File: src/sv/mrve_pkg.sv
package mrve_pkg;

	// Reset value of the unmapped chromosome code register.
	localparam logic [15:0] UNMAPPED_RESET = 16'hFFFF;

	// Default number of descriptors held between the front and the back.
	localparam int QUEUE_DEPTH_DEF = 2;

	// Mate class codes, two bits each in the packed class byte.
	localparam logic [1:0] CLASS_SAME  = 2'd0;
	localparam logic [1:0] CLASS_CROSS = 2'd1;
	localparam logic [1:0] CLASS_NONE  = 2'd2;

	// Stream tags on the result bytes.
	localparam logic [1:0] STREAM_CLASS = 2'd0;
	localparam logic [1:0] STREAM_MATE  = 2'd1;
	localparam logic [1:0] STREAM_POS   = 2'd2;
	localparam logic [1:0] STREAM_LEN   = 2'd3;

	// One classified record, ready to be serialized by the back end.
	typedef struct packed {
		logic        err;
		logic        has_cls;
		logic [7:0]  cls_byte;
		logic        has_mate;
		logic [30:0] mate_val;
		logic [63:0] pos_zz;
		logic [31:0] len_zz;
	} desc_t;

	// Serializer phases.
	typedef enum logic [2:0] {
		ST_IDLE,
		ST_ERR,
		ST_CLS,
		ST_MATE,
		ST_POS,
		ST_LEN
	} ser_state_t;

endpackage

File: src/sv/mate_record_varint_encoder.sv
// A record is written into the queue when taken, popped by the idle serializer, and its
// first result byte is then registered in the output register.
// Throughput: one result byte per cycle while out_ready allows; a record yields 1 to 21
// result bytes, sent one at a time by the single-byte output serializer. Records queue up ahead of it.
// Reset: arst_n clears the class packer, the queue and the serializer at once and
// sets the unmapped chromosome code to 65535.
module mate_record_varint_encoder import mrve_pkg::*; #(
	parameter int QUEUE_DEPTH = QUEUE_DEPTH_DEF
) (
	input  logic               clk,
	input  logic               arst_n,
	input  logic               cfg_wr_en,
	input  logic [15:0]        cfg_wr_data,
	input  logic               in_valid,
	output logic               in_ready,
	input  logic signed [31:0] mate_ref_id,
	input  logic signed [63:0] mate_position,
	input  logic signed [31:0] template_length,
	input  logic [15:0]        own_ref_id,
	input  logic signed [63:0] own_position,
	input  logic               last_record,
	output logic               out_valid,
	input  logic               out_ready,
	output logic [1:0]         stream_id,
	output logic [7:0]         data_byte,
	output logic               last,
	output logic               error
);

	logic  q_full;
	logic  q_push;
	logic  q_pop;
	logic  q_valid;
	desc_t q_wdata;
	desc_t q_rdata;

	// Front end: classification, class packing and field coding.
	mrve_front u_front (
		.clk             (clk),
		.arst_n          (arst_n),
		.cfg_wr_en       (cfg_wr_en),
		.cfg_wr_data     (cfg_wr_data),
		.in_valid        (in_valid),
		.in_ready        (in_ready),
		.mate_ref_id     (mate_ref_id),
		.mate_position   (mate_position),
		.template_length (template_length),
		.own_ref_id      (own_ref_id),
		.own_position    (own_position),
		.last_record     (last_record),
		.q_full          (q_full),
		.q_push          (q_push),
		.q_wdata         (q_wdata)
	);

	// Descriptor queue between the two halves.
	mrve_queue #(
		.DEPTH (QUEUE_DEPTH)
	) u_queue (
		.clk    (clk),
		.arst_n (arst_n),
		.push   (q_push),
		.wdata  (q_wdata),
		.full   (q_full),
		.pop    (q_pop),
		.rvalid (q_valid),
		.rdata  (q_rdata)
	);

	// Back end: byte serializer.
	mrve_back u_back (
		.clk       (clk),
		.arst_n    (arst_n),
		.q_valid   (q_valid),
		.q_data    (q_rdata),
		.q_pop     (q_pop),
		.out_valid (out_valid),
		.out_ready (out_ready),
		.stream_id (stream_id),
		.data_byte (data_byte),
		.last      (last),
		.error     (error)
	);

endmodule

File: src/sv/mrve_front.sv
module mrve_front import mrve_pkg::*; (
	input  logic               clk,
	input  logic               arst_n,
	input  logic               cfg_wr_en,
	input  logic [15:0]        cfg_wr_data,
	input  logic               in_valid,
	output logic               in_ready,
	input  logic signed [31:0] mate_ref_id,
	input  logic signed [63:0] mate_position,
	input  logic signed [31:0] template_length,
	input  logic [15:0]        own_ref_id,
	input  logic signed [63:0] own_position,
	input  logic               last_record,
	input  logic               q_full,
	output logic               q_push,
	output desc_t              q_wdata
);

	logic [15:0] unmapped_q;
	logic [5:0]  pack_bits_q;
	logic [1:0]  pack_slot_q;

	logic        mate_none;
	logic        mate_err;
	logic        mate_same;
	logic [1:0]  cls;
	logic [7:0]  cls_byte;
	logic        flush;
	logic [63:0] pos_val;

	assign in_ready = !q_full;
	assign q_push   = in_valid && !q_full;

	// Classify the mate against the own chromosome.
	always_comb begin
		mate_none = (mate_ref_id == 32'hFFFF_FFFF);
		mate_err  = mate_ref_id[31] && !mate_none;
		mate_same = (own_ref_id != unmapped_q)
			&& (mate_ref_id == {16'b0, own_ref_id});
		if (mate_none) begin
			cls = CLASS_NONE;
		end else if (mate_same) begin
			cls = CLASS_SAME;
		end else begin
			cls = CLASS_CROSS;
		end
		cls_byte = {2'b00, pack_bits_q} | ({6'b0, cls} << {pack_slot_q, 1'b0});
		flush    = (pack_slot_q == 2'd3) || last_record;
		pos_val  = (cls == CLASS_SAME) ? 64'(mate_position - own_position)
			: 64'(mate_position);
	end

	// Build the descriptor, with zigzag coding of the signed fields.
	always_comb begin
		q_wdata.err      = mate_err;
		q_wdata.has_cls  = flush;
		q_wdata.cls_byte = cls_byte;
		q_wdata.has_mate = (cls == CLASS_CROSS);
		q_wdata.mate_val = mate_ref_id[30:0];
		q_wdata.pos_zz   = {pos_val[62:0], 1'b0} ^ {64{pos_val[63]}};
		q_wdata.len_zz   = {template_length[30:0], 1'b0} ^ {32{template_length[31]}};
	end

	// Configuration register.
	always_ff @(posedge clk or negedge arst_n) begin
		if (!arst_n) begin
			unmapped_q <= UNMAPPED_RESET;
		end else if (cfg_wr_en) begin
			unmapped_q <= cfg_wr_data;
		end
	end

	// Class packer; an invalid record leaves it untouched.
	always_ff @(posedge clk or negedge arst_n) begin
		if (!arst_n) begin
			pack_bits_q <= '0;
			pack_slot_q <= '0;
		end else if (q_push && !mate_err) begin
			if (flush) begin
				pack_bits_q <= '0;
				pack_slot_q <= '0;
			end else begin
				pack_bits_q <= cls_byte[5:0];
				pack_slot_q <= pack_slot_q + 2'd1;
			end
		end
	end

endmodule

File: src/sv/mrve_queue.sv
module mrve_queue import mrve_pkg::*; #(
	parameter int DEPTH = QUEUE_DEPTH_DEF
) (
	input  logic  clk,
	input  logic  arst_n,
	input  logic  push,
	input  desc_t wdata,
	output logic  full,
	input  logic  pop,
	output logic  rvalid,
	output desc_t rdata
);

	localparam int PW = (DEPTH > 1) ? $clog2(DEPTH) : 1;
	localparam int CW = $clog2(DEPTH + 1);

	desc_t         mem_q [DEPTH];
	logic [PW-1:0] wr_ptr_q;
	logic [PW-1:0] rd_ptr_q;
	logic [CW-1:0] count_q;

	assign full   = (count_q == CW'(DEPTH));
	assign rvalid = (count_q != '0);
	assign rdata  = mem_q[rd_ptr_q];

	// Storage for queued descriptors.
	always_ff @(posedge clk) begin
		if (push) begin
			mem_q[wr_ptr_q] <= wdata;
		end
	end

	// Pointers and fill count.
	always_ff @(posedge clk or negedge arst_n) begin
		if (!arst_n) begin
			wr_ptr_q <= '0;
			rd_ptr_q <= '0;
			count_q  <= '0;
		end else begin
			if (push) begin
				wr_ptr_q <= (wr_ptr_q == PW'(DEPTH - 1)) ? '0 : wr_ptr_q + PW'(1);
			end
			if (pop) begin
				rd_ptr_q <= (rd_ptr_q == PW'(DEPTH - 1)) ? '0 : rd_ptr_q + PW'(1);
			end
			if (push && !pop) begin
				count_q <= count_q + CW'(1);
			end else if (pop && !push) begin
				count_q <= count_q - CW'(1);
			end
		end
	end

endmodule

File: src/sv/mrve_back.sv
module mrve_back import mrve_pkg::*; (
	input  logic       clk,
	input  logic       arst_n,
	input  logic       q_valid,
	input  desc_t      q_data,
	output logic       q_pop,
	output logic       out_valid,
	input  logic       out_ready,
	output logic [1:0] stream_id,
	output logic [7:0] data_byte,
	output logic       last,
	output logic       error
);

	ser_state_t  state_q, state_n;
	desc_t       d_q;
	logic [63:0] val_q, val_n;
	logic        out_valid_q;
	logic [1:0]  stream_q;
	logic [7:0]  byte_q;
	logic        last_q;
	logic        error_q;

	logic        emit;
	logic        vdone;
	logic        step_done;
	logic        item_done;
	logic        load;
	desc_t       src;
	logic [1:0]  stream_n;
	logic [7:0]  byte_n;
	logic        last_n;

	assign out_valid = out_valid_q;
	assign stream_id = stream_q;
	assign data_byte = byte_q;
	assign last      = last_q;
	assign error     = error_q;

	// Sequencer: one result byte per cycle whenever the output register frees up.
	always_comb begin
		emit      = (state_q != ST_IDLE) && (!out_valid_q || out_ready);
		vdone     = (val_q[63:7] == 57'd0);
		step_done = (state_q == ST_ERR) || (state_q == ST_CLS) || vdone;
		item_done = emit && step_done && ((state_q == ST_LEN) || (state_q == ST_ERR));
		q_pop     = q_valid && ((state_q == ST_IDLE) || item_done);
		src       = q_pop ? q_data : d_q;
		load      = q_pop || (emit && step_done);

		state_n = state_q;
		if (q_pop) begin
			if (src.err) begin
				state_n = ST_ERR;
			end else if (src.has_cls) begin
				state_n = ST_CLS;
			end else if (src.has_mate) begin
				state_n = ST_MATE;
			end else begin
				state_n = ST_POS;
			end
		end else if (emit && step_done) begin
			case (state_q)
				ST_CLS:  state_n = d_q.has_mate ? ST_MATE : ST_POS;
				ST_MATE: state_n = ST_POS;
				ST_POS:  state_n = ST_LEN;
				default: state_n = ST_IDLE;
			endcase
		end

		// Next varint value: a fresh field on a phase change, else shift out seven bits.
		val_n = val_q;
		if (load) begin
			case (state_n)
				ST_MATE: val_n = {33'b0, src.mate_val};
				ST_POS:  val_n = src.pos_zz;
				ST_LEN:  val_n = {32'b0, src.len_zz};
				default: val_n = '0;
			endcase
		end else if (emit) begin
			val_n = {7'b0, val_q[63:7]};
		end

		// Byte and tags of the result being produced.
		byte_n   = vdone ? val_q[7:0] : {1'b1, val_q[6:0]};
		stream_n = STREAM_CLASS;
		last_n   = 1'b0;
		case (state_q)
			ST_ERR: begin
				byte_n = 8'd0;
				last_n = 1'b1;
			end
			ST_CLS: begin
				byte_n = d_q.cls_byte;
			end
			ST_MATE: begin
				stream_n = STREAM_MATE;
			end
			ST_POS: begin
				stream_n = STREAM_POS;
			end
			ST_LEN: begin
				stream_n = STREAM_LEN;
				last_n   = vdone;
			end
			default: begin
				byte_n = 8'd0;
			end
		endcase
	end

	// Control state.
	always_ff @(posedge clk or negedge arst_n) begin
		if (!arst_n) begin
			state_q     <= ST_IDLE;
			out_valid_q <= 1'b0;
		end else begin
			state_q <= state_n;
			if (emit) begin
				out_valid_q <= 1'b1;
			end else if (out_ready) begin
				out_valid_q <= 1'b0;
			end
		end
	end

	// Working descriptor, varint shifter and output register.
	always_ff @(posedge clk) begin
		val_q <= val_n;
		if (q_pop) begin
			d_q <= q_data;
		end
		if (emit) begin
			stream_q <= stream_n;
			byte_q   <= byte_n;
			last_q   <= last_n;
			error_q  <= (state_q == ST_ERR);
		end
	end

endmodule

File: config.mk
export PLATFORM = sky130hd
export DESIGN_NAME = mate_record_varint_encoder
export DESIGN_NICKNAME = d
export VERILOG_FILES = /design/src/sv/mrve_pkg.sv /design/src/sv/mate_record_varint_encoder.sv /design/src/sv/mrve_front.sv /design/src/sv/mrve_queue.sv /design/src/sv/mrve_back.sv
export SDC_FILE = /design/constraint.sdc
export NUM_CORES = 1
export LEC_CHECK = 0
export BUFFER_PORTS_ARGS = -buffer_cell sky130_fd_sc_hd__buf_2
export CAP_MARGIN = 10
export CORE_UTILIZATION = 54
export DETAILED_ROUTE_END_ITERATION = 10
export GPL_TIMING_DRIVEN = 0
export PLACE_DENSITY = 0.76
export SLEW_MARGIN = 25
export SYNTH_ARGS = -nofsm -noshare
export SYNTH_HDL_FRONTEND = slang
export SYNTH_SLANG_ARGS = --single-unit
File: constraint.sdc
create_clock -name clk -period 7.81 [get_ports clk]
set_clock_uncertainty 0.15 [all_clocks]
set_input_delay 0.3905 -clock clk [delete_from_list [all_inputs] [get_ports clk]]
set_output_delay 0.3905 -clock clk [all_outputs]
set_load 0.01 [all_outputs]
==> summary.md <==
| Metric | Value |
|---|---|
| Total track usage | `27.2%` |
| CTS tree | `built` |
| Chip Height | `218 um` |
| Post-synthesis cell count | `2271` |
| Fmax | `0.185 GHz` |
| FFs w/ async S/R, synth | `6.15%` |
| Final setup fails | `0` |
| Max clock buf depth | `3` |
| DRT iter0 DRCs | `1800` |
| Slew HR | `29.7%` |
| Vias per inst | `5.77` |
| Sinks on Clock Net | `520` |
| Clk pin slew, worst setup/hold paths | `0.07 ns` |
| Tcrit/Tclk final | `69.2%` |
| Final hold violations | `0` |
| IO buf count | `242` |
| Routability congestion estimate | `0.939` |
| Crit path DAT | `5.56 ns` |
| Clock share of power | `21.1%` |
| Syn-to-layout area delta | `17.4%` |
| Synthesized area | `0.0252 sq mm` |
| Number of gates resized after CTS | `0` |
| Critical Path Fanout Max | `10` |
| Pins Over Slew Limit | `0` |
| Seq/Total Area, Yosys | `56.2%` |
| Initial core utilization | `55.1%` |
| FF-to-FF path depth | `10` |
| EDFF count, synth | `360` |
| Die width | `218 um` |
| Routed WL per cell | `20.2 um` |
| Switching fraction of total power | `35.5%` |
| Int Pwr | `6890 uW` |
| Max cap viols | `0` |
| Logic pwr share | `36.8%` |
| Ratio of cells with drive above 1 in the final layout | `14.8%` |
| Worst skew pair latency | `0.56 ns` |
| CTS Buf Count | `48` |
| Vias in the first global route | `18649` |
| Post-synth top area cell | `edfxtp_1` |
| Dominant synthesized flop cell | `edfxtp_1` |
| Synth cell count leaders | `360 x edfxtp_1, 252 x a21oi_1, 251 x nor2_1` |
| Final min period | `5.41 ns` |
| CTS H-tree depth | `2` |
| Seq cells post-synth | `520` |
| CP endpoint kind | `flip-flop` |
| Cell variety after synth | `72` |
| Worst Hold Depth | `2` |
| Pre-CTS setup slack | `2.63 ns` |
| Fin nets | `2928` |
| Status | `finished, final reports clean` |
| Die Area | `0.0476 sq mm` |
| Global-route wire length before repair | `101000 um` |
| CORE AREA | `0.0458 sq mm` |
| DP Area | `0.0275 sq mm` |
| Synth warnings | `0` |
| Leak pwr | `0.0120 uW` |
| Synthesized Nets | `2567` |
| Worst slew pin tran | `1.05 ns` |
| ANT nets after route | `0` |
| Total Wirelength | `66000 um` |
| Final worst slack | `2.40 ns` |
| P_sw | `3790 uW` |
| Power density over the cells | `361 mW/mm^2` |
| DRC | `0` |
| FF/Latch Area | `0.0142 sq mm` |
| Critical Path RT | `7.96 ns` |
| Drt pass-1 iters | `5` |
| Layout Cell Area excl Fill | `0.0296 sq mm` |
| Rows | `78` |
| Root buf cell | `clkbuf_16` |
| Synth area leaders | `edfxtp_1 43%, dfxtp_1 10%, mux2i_1 5.5%` |
| Hold WC Path Type | `in -> reg` |
| DPL Wire Length | `49400 um` |
| Startpoint types | `flip-flop` |
| Maximum VDD drop | `0.266 mV` |
| Post-synth top area share | `42.8%` |
| GRT overflow | `0` |
| Syn Area/Cell | `11.1 sq um` |
| Fill cells | `3517` |
| Footprint of the multi-input gates | `0.0102 sq mm` |
| Unrepaired setup endpoints after global routing | `no` |
| IO Count | `244` |
| Reg power frac | `42.2%` |
| Post-CTS Setup Inserts | `0` |
| Via Count | `18889` |
| Largest net degree at the start of global routing | `49` |
| Initial antenna violation count | `0` |
| Most numerous cell in the Yosys netlist | `edfxtp_1` |
| CP Class | `reg -> reg` |
-- power groups by stage --
stage / logic (uW) / registers (uW) / clock network, uW
2_1_floorplan: 2550 / 4540 / 0
3_3_place_gp: 3570 / 4670 / 0
3_5_place_dp: 3820 / 4550 / 0
4_1_cts: 3880 / 4500 / 2270
5_1_grt: 4240 / 4580 / 2390
6_report: 3930 / 4500 / 2250
-- metrics by stage --
stage,TNS [ns],util (%),hold slack (ns),power (uW),cells
6_report,0,64.7,0.0190,10700,3271
5_1_grt,0,64.7,0.00669,11200,3270
4_1_cts,0,64.7,0.000568,10700,3270
3_5_place_dp,0,60.1,0.326,8360,3125
3_3_place_gp,-403.85,59.4,0.321,8240,3113
2_1_floorplan,0,-,-0.0551,7090,2271
-- repair_timing --
action | 4_1_cts | 5_1_grt
endpoints found under the hold margin | 112 | 0
hold buffers | 57 | 0
endpoints found under the setup margin | 0 | 0
-- state kept, by name (all words and copies together) (netlist names) --
signal,count
u_back.val_q,64
u_queue.count_q,2
u_queue.rd_ptr_q,1
u_back.state_q,3
u_queue.wr_ptr_q,1
u_queue.mem_q,276
u_front.pack_bits_q,6
u_back.last,1
u_front.unmapped_q,16
u_front.pack_slot_q,2
u_back.out_valid,1
u_back.d_q,136
u_back.error,1
u_back.data_byte,8
u_back.stream_id,2
-- worst paths after layout --
| check | startpoint | to | slack, ns |
|---|---|---|---|
| max | u_back.val_q[16]$_DFFE_PP_ | u_back.val_q[27]$_DFFE_PP_ | 2.40 |
| max in group asynchronous | arst_n | u_queue.wr_ptr_q$_DFFE_PN0P_ | 6.72 |
| min | template_length[18] | u_queue.mem_q[0][19]$_DFFE_PP_ | 0.02 |
| max reg2reg | u_back.val_q[16]$_DFFE_PP_ | u_back.val_q[27]$_DFFE_PP_ | 2.40 |
| min in group asynchronous | arst_n | u_front.pack_bits_q[3]$_DFFE_PN0P_ | 0.31 |
| min reg2reg | u_back.d_q[93]$_DFF_P_ | u_back.d_q[93]$_DFF_P_ | 0.34 |
-- metal layers --
layer	track usage, %	part of all wire [%]	vias up
li1	-	-	8925
met1	36.8	43	9061
met2	44.9	47	766
met3	3.33	6.4	137
met4	10.5	3.6	0
met5	0	0	-
-- layout make-up --
cell class,count,share of cell area [%]
antenna,1,0.00845
buffer,119,1.72
clock buffer,71,4.63
clock inverter,17,0.469
inverter,97,1.24
multi-input combinational,1535,34.4
sequential,520,47.9
tap,600,2.53
timing repair buffer,311,7.04
-- layout by cell type, fill, tap and decap left out, drive strengths merged, types with 10 or more instances in the layout --
master         n
a21boi        12
a21o          58
a21oi        252
a221o         31
and2          13
buf          273
clkbuf       171
clkinv        15
dfrtp         16
dfstp         16
dfxtp        128
dlygate4sd3   57
edfxtp       360
ha            65
inv           96
mux2          24
mux2i        139
nand2        126
nand2b        15
nand3         20
nand4         29
nor2         251
nor2b         10
nor3          23
nor3b         27
nor4          27
o21ai        116
o21bai        14
xnor2        115
xor2          73
-- critical path: stages, from the launching register on --
cell and delay [ns]:
edfxtp_1 0.42, nor4_1 0.47, nand4_1 0.24, nor4_1 0.83, nand2_1 0.18, a221oi_1 0.51
clkbuf_1 0.58, clkbuf_1 0.65, clkbuf_1 0.53, a21oi_1 0.21, a221o_1 0.38
-- kinds of logic after synthesis --
group | share of synthesized area (%)
buf+inv | 3.47
flops | 56.2
mux | 6.58
fa+ha+maj | 3.30
compound gates | 13.1
simple gates | 10.5
xor+xnor | 6.79
(Power assumes the default switching activity.)
